[src/rtl/cc_cv_charge_controller_top_macros.svh]
// Assertion macros for the charge controller top level.
`ifndef CC_CV_CHARGE_CONTROLLER_TOP_MACROS_SVH
`define CC_CV_CHARGE_CONTROLLER_TOP_MACROS_SVH

// Property checked at every clock edge outside reset.
`define CCCV_ASSERT(label, prop, msg) \
  label: assert property (@(posedge clk_i) disable iff (!rst_ni) (prop)) else $error(msg);

// Implication checked in the cycle after the trigger.
`define CCCV_ASSERT_NEXT(label, trig, prop, msg) \
  label: assert property (@(posedge clk_i) disable iff (!rst_ni) (trig) |=> (prop)) \
    else $error(msg);

`endif

[src/rtl/cccv_pkg.sv]
// Package: types, constants and codes shared by the charge controller files.
`default_nettype none
package cccv_pkg;

  localparam int unsigned WINDOW      = 10;
  localparam int unsigned SAMPLE_BITS = 10;
  localparam int unsigned POS_W       = $clog2(WINDOW);
  localparam int unsigned SUM_W       = 14;
  localparam int unsigned AMP_W       = SAMPLE_BITS + 1;
  localparam int unsigned WIPER_W     = 8;
  localparam int unsigned PADDR_W     = 5;

  localparam logic [POS_W-1:0] POS_LAST = POS_W'(WINDOW - 1);

  localparam logic [SUM_W-1:0]   ABSENT_RST  = 14'd2083;
  localparam logic [SUM_W-1:0]   DAMAGED_RST = 14'd6250;
  localparam logic [SUM_W-1:0]   CV_RST      = 14'd8542;
  localparam logic [SUM_W-1:0]   FULL_RST    = 14'd8750;
  localparam logic [WIPER_W-1:0] WIPER1_RST  = 8'd66;
  localparam logic [WIPER_W-1:0] WIPER2_RST  = 8'd149;
  localparam logic [WIPER_W-1:0] WIPER3_RST  = 8'd235;

  typedef enum logic [2:0] {
    REG_ABSENT  = 3'd0,
    REG_DAMAGED = 3'd1,
    REG_CV      = 3'd2,
    REG_FULL    = 3'd3,
    REG_WIPER1  = 3'd4,
    REG_WIPER2  = 3'd5,
    REG_WIPER3  = 3'd6,
    REG_NONE    = 3'd7
  } reg_idx_e;

  typedef enum logic [1:0] {
    OP_CELL_KEY  = 2'd0,
    OP_START_KEY = 2'd1,
    OP_VOLTAGE   = 2'd2,
    OP_CURRENT   = 2'd3
  } opcode_e;

  typedef enum logic [3:0] {
    ST_MENU       = 4'd0,
    ST_STOP_FIRST = 4'd1,
    ST_SET_CELLS  = 4'd2,
    ST_ON         = 4'd3,
    ST_OFF        = 4'd4,
    ST_ABSENT     = 4'd5,
    ST_DAMAGED    = 4'd6,
    ST_CC         = 4'd7,
    ST_CV         = 4'd8,
    ST_CHARGED    = 4'd9,
    ST_CELLS_SET  = 4'd10
  } status_e;

  typedef struct packed {
    logic [SUM_W-1:0]   absent_thr;
    logic [SUM_W-1:0]   damaged_thr;
    logic [SUM_W-1:0]   cv_thr;
    logic [SUM_W-1:0]   full_thr;
    logic [WIPER_W-1:0] wiper1;
    logic [WIPER_W-1:0] wiper2;
    logic [WIPER_W-1:0] wiper3;
  } cfg_t;

  typedef struct packed {
    logic               [SUM_W-1:0]   current_sum;
    logic               [SUM_W-1:0]   voltage_sum;
    logic                             cv_select;
    logic                             charge_enable;
    logic               [WIPER_W-1:0] wiper_value;
    logic                             wiper_write;
    logic               [1:0]         cell_count;
    status_e                          status;
  } result_t;

endpackage
`default_nettype wire

[src/rtl/cc_cv_charge_controller_top.sv]
// Charge controller top level: command/sample stream in, status stream out.
//
// Input stream (s_axis): tuser carries the opcode (cell key, start/stop key,
// voltage sample, current sample), tdata carries the raw ADC sample in its
// low 10 bits. Every input beat produces exactly one output beat.
// Output stream (m_axis): status, cell count, wiper write strobe and value,
// relay drives and the two running sums of the last 10 samples.
// The beat is decoded against the current state and the result register
// loads at the accept edge. Throughput is one beat per cycle, set by the
// single result register with s_axis_tready held high whenever that
// register is empty or is being drained in the same cycle. If the receiver
// stalls, the result waits in the register and input is held off until it
// is taken; no beat is lost.
// Reset clears the rings, sums, cell count and charging state, opens the
// charge relay, selects the CV path and restores the default thresholds
// and wiper values. The APB port writes registers at byte address 4*i and
// must only be written while no result is outstanding.
`default_nettype none
`include "cc_cv_charge_controller_top_macros.svh"
module cc_cv_charge_controller_top (
  input  wire logic                         clk_i,
  input  wire logic                         rst_ni,
  input  wire logic                         s_axis_tvalid,
  output logic                              s_axis_tready,
  input  wire logic [15:0]                  s_axis_tdata,  // [9:0] sample
  input  wire logic [1:0]                   s_axis_tuser,  // [1:0] opcode
  output logic                              m_axis_tvalid,
  input  wire logic                         m_axis_tready,
  // [3:0] status, [5:4] cell_count, [6] wiper_write, [14:7] wiper_value,
  // [15] charge_enable, [16] cv_select, [30:17] voltage_sum, [44:31] current_sum
  output logic      [47:0]                  m_axis_tdata,
  input  wire logic                         psel,
  input  wire logic                         penable,
  input  wire logic                         pwrite,
  input  wire logic [cccv_pkg::PADDR_W-1:0] paddr,
  input  wire logic [31:0]                  pwdata,
  output logic      [31:0]                  prdata,
  output logic                              pready
);

  localparam int unsigned SW = cccv_pkg::SAMPLE_BITS;
  localparam int unsigned AW = cccv_pkg::AMP_W;
  localparam int unsigned VW = cccv_pkg::SUM_W;
  localparam int unsigned PW = cccv_pkg::POS_W;

  cccv_pkg::cfg_t    cfg;
  cccv_pkg::result_t res_q, res_d;
  cccv_pkg::opcode_e op;

  logic              out_valid_q;
  logic              s_fire;
  logic [SW-1:0]     smp;
  logic signed [AW-1:0] amp_val;

  logic [1:0]        cells_q, cells_d;
  logic              chosen_q, chosen_d;
  logic              charging_q, charging_d;
  logic              relay_on_q, relay_on_d;
  logic              relay_cv_q, relay_cv_d;

  logic [SW-1:0]        volt_ring_q [cccv_pkg::WINDOW];
  logic signed [AW-1:0] amp_ring_q  [cccv_pkg::WINDOW];
  logic [PW-1:0]        volt_pos_q, amp_pos_q;
  logic [VW-1:0]        volt_total_q, volt_total_d;
  logic signed [VW-1:0] amp_total_q, amp_total_d;
  logic                 volt_push, amp_push;

  cccv_regs u_regs (
    .clk_i   (clk_i),
    .rst_ni  (rst_ni),
    .psel    (psel),
    .penable (penable),
    .pwrite  (pwrite),
    .paddr   (paddr),
    .pwdata  (pwdata),
    .prdata  (prdata),
    .pready  (pready),
    .cfg_o   (cfg)
  );

  assign s_axis_tready = !out_valid_q || m_axis_tready;
  assign s_fire        = s_axis_tvalid && s_axis_tready;
  assign m_axis_tvalid = out_valid_q;
  assign m_axis_tdata  = 48'(res_q);

  assign op        = cccv_pkg::opcode_e'(s_axis_tuser);
  assign smp       = s_axis_tdata[SW-1:0];
  assign amp_val   = $signed({1'b0, smp}) - $signed(AW'(1 << (SW - 1)));
  assign volt_push = s_fire && (op == cccv_pkg::OP_VOLTAGE);
  assign amp_push  = s_fire && (op == cccv_pkg::OP_CURRENT);

  assign volt_total_d = volt_total_q - VW'(volt_ring_q[volt_pos_q]) + VW'(smp);
  assign amp_total_d  = amp_total_q - VW'(amp_ring_q[amp_pos_q]) + VW'(amp_val);

  always_comb begin
    cells_d    = cells_q;
    chosen_d   = chosen_q;
    charging_d = charging_q;
    relay_on_d = relay_on_q;
    relay_cv_d = relay_cv_q;
    res_d             = res_q;
    res_d.status      = cccv_pkg::ST_MENU;
    res_d.wiper_write = 1'b0;
    res_d.voltage_sum = volt_total_q;
    res_d.current_sum = amp_total_q;
    case (op)
      cccv_pkg::OP_CELL_KEY: begin
        if (charging_q) begin
          res_d.status = cccv_pkg::ST_STOP_FIRST;
        end else begin
          cells_d           = (cells_q == 2'd3) ? 2'd1 : cells_q + 2'd1;
          chosen_d          = 1'b1;
          res_d.wiper_write = 1'b1;
          res_d.status      = cccv_pkg::ST_CELLS_SET;
        end
      end
      cccv_pkg::OP_START_KEY: begin
        if (charging_q) begin
          charging_d   = 1'b0;
          relay_on_d   = 1'b0;
          relay_cv_d   = 1'b1;
          res_d.status = cccv_pkg::ST_OFF;
        end else if (chosen_q) begin
          charging_d   = 1'b1;
          res_d.status = cccv_pkg::ST_ON;
        end else begin
          res_d.status = cccv_pkg::ST_SET_CELLS;
        end
      end
      cccv_pkg::OP_VOLTAGE: begin
        res_d.voltage_sum = volt_total_d;
        if (!charging_q) begin
          res_d.status = cccv_pkg::ST_MENU;
        end else if (volt_total_d <= cfg.absent_thr) begin
          relay_on_d   = 1'b0;
          res_d.status = cccv_pkg::ST_ABSENT;
        end else if (volt_total_d <= cfg.damaged_thr) begin
          relay_on_d   = 1'b0;
          res_d.status = cccv_pkg::ST_DAMAGED;
        end else if (volt_total_d < cfg.cv_thr) begin
          relay_on_d   = 1'b1;
          relay_cv_d   = 1'b0;
          res_d.status = cccv_pkg::ST_CC;
        end else if (volt_total_d < cfg.full_thr) begin
          relay_on_d   = 1'b1;
          relay_cv_d   = 1'b1;
          res_d.status = cccv_pkg::ST_CV;
        end else begin
          charging_d   = 1'b0;
          cells_d      = 2'd0;
          chosen_d     = 1'b0;
          relay_on_d   = 1'b0;
          res_d.status = cccv_pkg::ST_CHARGED;
        end
      end
      default: begin
        res_d.current_sum = amp_total_d;
        res_d.status      = charging_q ? cccv_pkg::ST_ON : cccv_pkg::ST_MENU;
      end
    endcase
    res_d.cell_count    = cells_d;
    res_d.charge_enable = relay_on_d;
    res_d.cv_select     = relay_cv_d;
    case (cells_d)
      2'd1:    res_d.wiper_value = cfg.wiper1;
      2'd2:    res_d.wiper_value = cfg.wiper2;
      2'd3:    res_d.wiper_value = cfg.wiper3;
      default: res_d.wiper_value = '0;
    endcase
  end

  always_ff @(posedge clk_i or negedge rst_ni) begin
    if (!rst_ni) begin
      out_valid_q <= 1'b0;
      cells_q     <= 2'd0;
      chosen_q    <= 1'b0;
      charging_q  <= 1'b0;
      relay_on_q  <= 1'b0;
      relay_cv_q  <= 1'b1;
    end else begin
      if (s_fire) begin
        out_valid_q <= 1'b1;
        cells_q     <= cells_d;
        chosen_q    <= chosen_d;
        charging_q  <= charging_d;
        relay_on_q  <= relay_on_d;
        relay_cv_q  <= relay_cv_d;
      end else if (m_axis_tready) begin
        out_valid_q <= 1'b0;
      end
    end
  end

  always_ff @(posedge clk_i) begin
    if (s_fire) begin
      res_q <= res_d;
    end
  end

  always_ff @(posedge clk_i or negedge rst_ni) begin
    if (!rst_ni) begin
      for (int i = 0; i < cccv_pkg::WINDOW; i++) begin
        volt_ring_q[i] <= '0;
        amp_ring_q[i]  <= '0;
      end
      volt_pos_q   <= '0;
      amp_pos_q    <= '0;
      volt_total_q <= '0;
      amp_total_q  <= '0;
    end else begin
      if (volt_push) begin
        volt_ring_q[volt_pos_q] <= smp;
        volt_pos_q   <= (volt_pos_q == cccv_pkg::POS_LAST) ? '0 : volt_pos_q + PW'(1);
        volt_total_q <= volt_total_d;
      end
      if (amp_push) begin
        amp_ring_q[amp_pos_q] <= amp_val;
        amp_pos_q   <= (amp_pos_q == cccv_pkg::POS_LAST) ? '0 : amp_pos_q + PW'(1);
        amp_total_q <= amp_total_d;
      end
    end
  end

  `CCCV_ASSERT(a_chosen_matches_cells, chosen_q == (cells_q != 2'd0), "cell flag out of sync")
  `CCCV_ASSERT(a_charging_needs_cells, !charging_q || chosen_q, "charging without cells")
  `CCCV_ASSERT_NEXT(a_beat_gives_result, s_fire, m_axis_tvalid, "accepted beat lost")
  `CCCV_ASSERT_NEXT(a_relay_off_when_idle, s_fire && !charging_d, !relay_on_q, "relay on while idle")

endmodule
`default_nettype wire

[src/rtl/cccv_regs.sv]
// APB configuration register file for the charge controller.
`default_nettype none
module cccv_regs (
  input  wire logic                          clk_i,
  input  wire logic                          rst_ni,
  input  wire logic                          psel,
  input  wire logic                          penable,
  input  wire logic                          pwrite,
  input  wire logic [cccv_pkg::PADDR_W-1:0]  paddr,
  input  wire logic [31:0]                   pwdata,
  output logic      [31:0]                   prdata,
  output logic                               pready,
  output cccv_pkg::cfg_t                     cfg_o
);

  cccv_pkg::cfg_t   cfg_q, cfg_d;
  cccv_pkg::reg_idx_e idx;
  logic             wr_en;

  assign idx    = cccv_pkg::reg_idx_e'(paddr[4:2]);
  assign wr_en  = psel & penable & pwrite;
  assign pready = 1'b1;
  assign cfg_o  = cfg_q;

  always_comb begin
    cfg_d = cfg_q;
    if (wr_en) begin
      case (idx)
        cccv_pkg::REG_ABSENT:  cfg_d.absent_thr  = pwdata[cccv_pkg::SUM_W-1:0];
        cccv_pkg::REG_DAMAGED: cfg_d.damaged_thr = pwdata[cccv_pkg::SUM_W-1:0];
        cccv_pkg::REG_CV:      cfg_d.cv_thr      = pwdata[cccv_pkg::SUM_W-1:0];
        cccv_pkg::REG_FULL:    cfg_d.full_thr    = pwdata[cccv_pkg::SUM_W-1:0];
        cccv_pkg::REG_WIPER1:  cfg_d.wiper1      = pwdata[cccv_pkg::WIPER_W-1:0];
        cccv_pkg::REG_WIPER2:  cfg_d.wiper2      = pwdata[cccv_pkg::WIPER_W-1:0];
        cccv_pkg::REG_WIPER3:  cfg_d.wiper3      = pwdata[cccv_pkg::WIPER_W-1:0];
        default: ;
      endcase
    end
  end

  always_comb begin
    case (idx)
      cccv_pkg::REG_ABSENT:  prdata = 32'(cfg_q.absent_thr);
      cccv_pkg::REG_DAMAGED: prdata = 32'(cfg_q.damaged_thr);
      cccv_pkg::REG_CV:      prdata = 32'(cfg_q.cv_thr);
      cccv_pkg::REG_FULL:    prdata = 32'(cfg_q.full_thr);
      cccv_pkg::REG_WIPER1:  prdata = 32'(cfg_q.wiper1);
      cccv_pkg::REG_WIPER2:  prdata = 32'(cfg_q.wiper2);
      cccv_pkg::REG_WIPER3:  prdata = 32'(cfg_q.wiper3);
      default:               prdata = 32'd0;
    endcase
  end

  always_ff @(posedge clk_i or negedge rst_ni) begin
    if (!rst_ni) begin
      cfg_q.absent_thr  <= cccv_pkg::ABSENT_RST;
      cfg_q.damaged_thr <= cccv_pkg::DAMAGED_RST;
      cfg_q.cv_thr      <= cccv_pkg::CV_RST;
      cfg_q.full_thr    <= cccv_pkg::FULL_RST;
      cfg_q.wiper1      <= cccv_pkg::WIPER1_RST;
      cfg_q.wiper2      <= cccv_pkg::WIPER2_RST;
      cfg_q.wiper3      <= cccv_pkg::WIPER3_RST;
    end else begin
      cfg_q <= cfg_d;
    end
  end

endmodule
`default_nettype wire
[config.mk]
export PLATFORM = sky130hd
export DESIGN_NAME = cc_cv_charge_controller_top
export DESIGN_NICKNAME = d
export VERILOG_FILES = /design/src/rtl/cccv_pkg.sv /design/src/rtl/cc_cv_charge_controller_top.sv /design/src/rtl/cccv_regs.sv
export VERILOG_INCLUDE_DIRS = /design/src /design/src/rtl
export SDC_FILE = /design/constraint.sdc
export NUM_CORES = 1
export LEC_CHECK = 0
export ABC_CLOCK_PERIOD_IN_PS = 14650
export BUFFER_PORTS_ARGS = -buffer_cell sky130_fd_sc_hd__clkbuf_2
export CORE_UTILIZATION = 63
export CTS_BUF_LIST = sky130_fd_sc_hd__clkbuf_2 sky130_fd_sc_hd__clkbuf_4 sky130_fd_sc_hd__clkbuf_8
export DETAILED_ROUTE_END_ITERATION = 10
export PLACE_DENSITY = 0.91
export SLEW_MARGIN = 20
export SYNTH_ARGS = -nofsm -noshare
export SYNTH_HDL_FRONTEND = slang
export SYNTH_SLANG_ARGS = --single-unit
[constraint.sdc]
create_clock -name clk_i -period 14.65 [get_ports clk_i]
set_input_delay 2.93 -clock clk_i [delete_from_list [all_inputs] [get_ports clk_i]]
set_output_delay 2.93 -clock clk_i [all_outputs]
set_load 0.05 [all_outputs]
[Word level (Yosys, flattened, before mapping)]
Index checks and enable logic that the tools add are counted.
Cells by class
  add/subtract/negate cells: 8
  $lt $le $gt $ge: 8
  eq/ne operators: 21
  mux-type cells: 66
  bitwise operators: 4
  reductions and logical operators: 22
Operators by type and width (number)
  $bwmux W110: 1
  $bwmux W100: 1
  $pmux W14 S7: 1
  $bmux W11 S4: 1
  $demux W11 S4: 1
  $bmux W10 S4: 1
  $demux W10 S4: 1
  $mux W11: 3
  $mux W10: 3
  $le A14 B14 Y1: 2
  $lt A14 B14 Y1: 2
  $mux W1: 28
  $mux W14: 2
  $mux W4: 7
  $pmux W8 S3: 1
  $mux W2: 8
  $reduce_and A2 Y1: 8
  $add A14 B10 Y14: 1
  $add A14 B11 Y14: 1
  $sub A14 B10 Y14: 1
  $sub A14 B11 Y14: 1
  $ne A2 B2 Y1 const B: 6
  $pmux W4 S3: 1
  $sub A10 B10 Y11 const B: 1
  other kinds (23): 46
Word-level totals
  register bits: 378

[Logic depth before layout (Yosys ltp)]
  depth in word-level cells: 15
  mapped depth: 29

[Hierarchy]
From an unflattened synthesis, not the netlist that was laid out.
Unflattened totals
  cells, all modules: 1669
  area, all modules: 20193.1 µm²
By module, submodules not included
  cc_cv_charge_controller_top: instances 1, cells an instance 1384, area an instance 16143.0 µm², seq. area each 7433.4 µm²
  cccv_regs: instances 1, cells an instance 285, area an instance 4050.1 µm², seq. area each 2045.7 µm²

[Worst setup path before layout]
No wires, ideal clock.
  path kind: input port to output port
  start: input port paddr[4] (netlist name)
  end: output port prdata[3]
  data arrival time: 5420 ps
  required time: 11720 ps
  path slack: 6300 ps
  stages on the path: 4
  buffers on the path: 3
  cell sequence: clkbuf_1 clkbuf_1 clkbuf_1 o311ai_0
Between the ends
  word-level cells in the longest chain between the ends: 2
  elaborated cells between the ends (all ways): 8
  those cells by class: 6 x eq/ne; 1 x mux; 1 x reduce/logical
Ends and longest elaborated chain
  start: declaration: RTL line cc_cv_charge_controller_top.sv:35  | input wire logic [cccv_pkg::PADDR_W-1:0] paddr,
  $eq A3 B3 Y1 (tied with other cells): RTL line cccv_regs.sv:42  | case (idx)
  $pmux W14 S7 (*): RTL line cccv_regs.sv:42
  end: declaration: RTL line cc_cv_charge_controller_top.sv:37  | output logic [31:0] prdata,
Every way passes the cells marked *; elsewhere a longest branch is shown, timed or not.

[Worst setup path after layout]
  start: input port s_axis_tdata[2]
  end: register res_q (netlist bit m_axis_tdata[14]) (data pin)
Between the ends
  word-level cells in the longest chain between the ends: 10
  elaborated cells between the ends (all ways): 15
  those cells by class: 1 x add/sub; 4 x order compare; 3 x eq/ne; 7 x mux
Ends and longest elaborated chain
  start: declaration: RTL line cc_cv_charge_controller_top.sv:25  | input wire logic [15:0] s_axis_tdata,
  $add A14 B10 Y14 (*): RTL line cc_cv_charge_controller_top.sv:92  | assign volt_total_d = volt_total_q - VW'(volt_ring_q[volt_pos_q]) + VW'(smp);
  named net volt_total_d[12]: RTL line cc_cv_charge_controller_top.sv:64  | logic [VW-1:0] volt_total_q, volt_total_d;
  $lt A14 B14 Y1: RTL line cc_cv_charge_controller_top.sv:144  | end else if (volt_total_d < cfg.full_thr) begin
  $mux W2: RTL line cc_cv_charge_controller_top.sv:144
  $mux W2: RTL line cc_cv_charge_controller_top.sv:140  | end else if (volt_total_d < cfg.cv_thr) begin
  $mux W2: RTL line cc_cv_charge_controller_top.sv:137  | end else if (volt_total_d <= cfg.damaged_thr) begin
  $mux W2 (*): RTL line cc_cv_charge_controller_top.sv:134  | end else if (volt_total_d <= cfg.absent_thr) begin
  $mux W2 (*): RTL line cc_cv_charge_controller_top.sv:132  | if (!charging_q) begin
  $pmux W2 S2 (*): RTL line cc_cv_charge_controller_top.sv:106  | case (op)
  $eq A2 B2 Y1 / $eq A2 B1 Y1 (equally long branches): RTL line cc_cv_charge_controller_top.sv:164  | case (cells_d)
  $pmux W8 S3 (*): RTL line cc_cv_charge_controller_top.sv:164
  end signal: assignment: RTL line cc_cv_charge_controller_top.sv:196  | res_q <= res_d;
  end: declaration: RTL line cc_cv_charge_controller_top.sv:47  | cccv_pkg::result_t res_q, res_d;
The timed path passes the listed nets; every way through them passes the cells marked *.
A chain may end at the register's enable or synchronous reset.

==> reports/qor.yml <==
outcome:
  status: "completed"
floorplan:
  row_count: 64
  fp.coreArea_um2: 30700
  fp.dieW_um: 179
  effective_utilization_at_floorplan: 0.641
  die-area_um2: 31900
  io-pin-count: 145
  die-height_um: 179
sta:
  fin_worst_hold_slack_ns: 0.484
  final.min_clock_period_ns: 8.77
  setup_violating_endpoint_count_in_the_final_report: 0
  fin_setup_tns_ns: 0
  final_min_period_over_clock_period: 0.599
  skew_ns: 0.0507
  setup_repair_after_global_routing_missed_its_margin: "false"
  fmaxAchievable_mhz: 114
  final-max-slew-violation-count: 0
  tightest_slew_ns: 1.15
  slew-limit-headroom: 0.234
  timing.final.hold_violations: 0
placed_design:
  port-buffer-count: 96
  place_hpwl_um: 31100
  final_weighted_congestion_in_routability_driven_placement: 0.929
cells_and_area:
  most-common-layout-cells: "sky130_fd_sc_hd__dfrtp_1, sky130_fd_sc_hd__mux2_2, sky130_fd_sc_hd__nand2_1, sky130_fd_sc_hd__o21ai_0, sky130_fd_sc_hd__inv_1"
  fin_nets: 1999
  area.growth.synth_to_final_pct: 10.5
  drive_above_1_share: 0.278
  mostFrequentLayoutCell: "sky130_fd_sc_hd__dfrtp_1"
  n_antenna_cell: 0
yosys:
  synth_sequential_area_ratio: 0.482
  synth_top_flop_cell: "sky130_fd_sc_hd__dfrtp_1"
  synth.lib_cells_used.distinct: 68
  post_synth.cell_area_avg_um2: 11.3
  synth.top_cells.by_area: "sky130_fd_sc_hd__dfrtp_1, sky130_fd_sc_hd__mux2_2, sky130_fd_sc_hd__edfxtp_1, sky130_fd_sc_hd__mux4_2, sky130_fd_sc_hd__ha_1"
  synthesis.area_um2: 19700
  number_of_enable_flip_flop_cells_after_synthesis: 45
  async_reset_ff_frac: 0.878
  yosys_warnings: 0
  synth_top_area_frac: 0.365
  syn-instance-count: 1740
  netlist.top_cell.by_area: "sky130_fd_sc_hd__dfrtp_1"
  postSynthRegisterBits: 368
drt:
  totalWireLength_um: 47400
  wire_per_inst_um: 20.9
  antenna_violating_nets_post_route: 0
  vias: 14115
  initialDrtViolationCount: 1121
  route.detailed.drc: 0
  route.detailed.vias_per_inst: 6.22
  number_of_detailed_routing_iterations_run_before_antenna_repair: 5
clocking:
  worst_setup_hold_path_clk_slew_ns: 0.08
  cts_tree: "yes"
  clock_tree.htree_level_count: 2
  cts_resized: 0
  cts_hold_repair.buffers: 0
  worstSkewPairLatency_ns: 0.65
  clock_tree.buffer_depth: 3
  clock_tree.root_cell: "sky130_fd_sc_hd__clkbuf_8"
  clkSinkCount: 368
  cts.repair_timing.setup_buffer_count: 0
  cts-buffers-inserted: 57
worst_setup_path:
  cp-end-kind: "flip-flop"
  critical_path.top_delay_family: "compound AO/OA/AOI/OAI gates"
  cp.required_ns: 15.01
  crit_slowest_cell: "sky130_fd_sc_hd__fa_1"
  critical_path.cell_chain: "clkbuf_2, inv_1, fa_1, inv_1, ha_1, nor2b_1, o21a_1, o21ai_0, a21oi_1, a41o_1, o41a_1, xor2_1, ha_1, nand4_1, nor3_2, o31ai_1, a32oi_1, or3b_1, or4_4, a41oi_4, o221ai_1"
  worst_setup_path_type: "in -> reg"
  critical_path.startpoint_type: "primary input"
  cp_num_buf_inv: 3
  worst_ep_arrival_time_ns: 9.13
  timing.critical_path.fanout_max: 17
  timing.critical_path.slowest_cell_delay_ns: 0.58
global_route:
  grt_start_max_net_pins: 107
  first_global_vias: 14460
  global_route_wire_length_before_repair_um: 76000
  number_of_antenna_violations_at_the_first_check_in_global_routing: 0
  globalRouteTotalUtil: 0.306
  globalRoute.totalOverflow: 0
job:
  drv_cap: 0
min_path:
  worstHoldPathType: "reg -> reg"
-- Yosys cell counts, drive strengths merged, types with 12 or more instances --
library cell  count
a21oi            55
a22oi            19
buf              37
clkbuf           72
dfrtp           287
dfstp            36
edfxtp           45
fa               23
ha               89
inv             151
mux2            204
mux2i            27
mux4             52
nand2           177
nand2b           17
nand3            21
nor2             74
nor2b            16
nor3             21
o21ai           177
o221ai           12
xnor2            22
-- cell type report --
type | instances | area [um2]
Multi-Input combinational cell | 1132 | 9210
Tap cell | 396 | 495
Timing Repair Buffer | 115 | 634
Fill cell | 1944 | 8950
Inverter | 151 | 567
Clock buffer | 81 | 1030
Sequential cell | 368 | 9480
Clock inverter | 25 | 308
-- registers in the layout, summed over array words and instances, names as in the netlist --
name / flops
m_axis_tdata: 45
volt_total_q: 14
amp_total_q: 14
cells_q: 2
volt_pos_q: 4
volt_ring_q: 100
charging_q: 1
m_axis_tvalid: 1
relay_on_q: 1
chosen_q: 1
amp_pos_q: 4
amp_ring_q: 100
relay_cv_q: 1
u_regs.cfg_o: 80
-- cell families (layout without fill, tap and decap cells) --
kind of cell	count (synthesis)	after routing	share of synthesized area
flip-flops	368	368	0.482
AND/OR/NAND/NOR	365	365	0.0837
AO/OA/AOI/OAI	322	322	0.0968
multiplexers	283	283	0.190
buffers and inverters	260	372	0.0542
adder cells (fa/ha/maj)	112	112	0.0801
XOR/XNOR	28	28	0.0125
other	2	22	0.000382
-- per-stage QoR --
step                      cells  instance area (um2)   util  worst slack [ns]
final                      2268                21700  0.708              5.88
after global routing       2268                21700  0.708              5.49
after CTS                  2267                21700  0.708              5.96
after detailed placement   2161                20400  0.664              5.33
after global placement     2161                20400  0.664              5.43
after floorplan            1760                19700      -              6.30
-- path summary, 6_finish.rpt --
path,from,slack [ns],to,cells after the start
worst min-delay path,amp_ring_q[17]$_DFFE_PN0P_,0.48,amp_ring_q[17]$_DFFE_PN0P_,2
min in group asynchronous,rst_ni,2.33,u_regs.cfg_o[50]$_DFFE_PN0P_,1
worst max register to register,volt_pos_q[2]$_DFFE_PN0P_,6.88,m_axis_tdata[14]$_SDFFCE_PN0P_,23
max in group asynchronous,rst_ni,10.05,volt_ring_q[77]$_DFFE_PN0P_,3
worst min register to register,amp_ring_q[17]$_DFFE_PN0P_,0.48,amp_ring_q[17]$_DFFE_PN0P_,2
worst max-delay path,s_axis_tdata[2],5.88,m_axis_tdata[14]$_SDFFCE_PN0P_,21
-- routing by layer --
layer | vias up | wire [um] | track usage
met5 | - | 0 | 0
met4 | 0 | 2070 | 0.143
met3 | 170 | 3400 | 0.0602
met2 | 674 | 23400 | 0.511
met1 | 7047 | 18600 | 0.385
li1 | 6224 | - | -
-- worst min-delay path: stages, from the launching register on --
cell and delay [ns]:
sky130_fd_sc_hd__dfrtp_1 0.34, sky130_fd_sc_hd__nand2_1 0.05, sky130_fd_sc_hd__o21ai_0 0.06
Power is not shown: default switching activity piles up to over one toggle a cycle in this logic, so the estimate is an artifact.
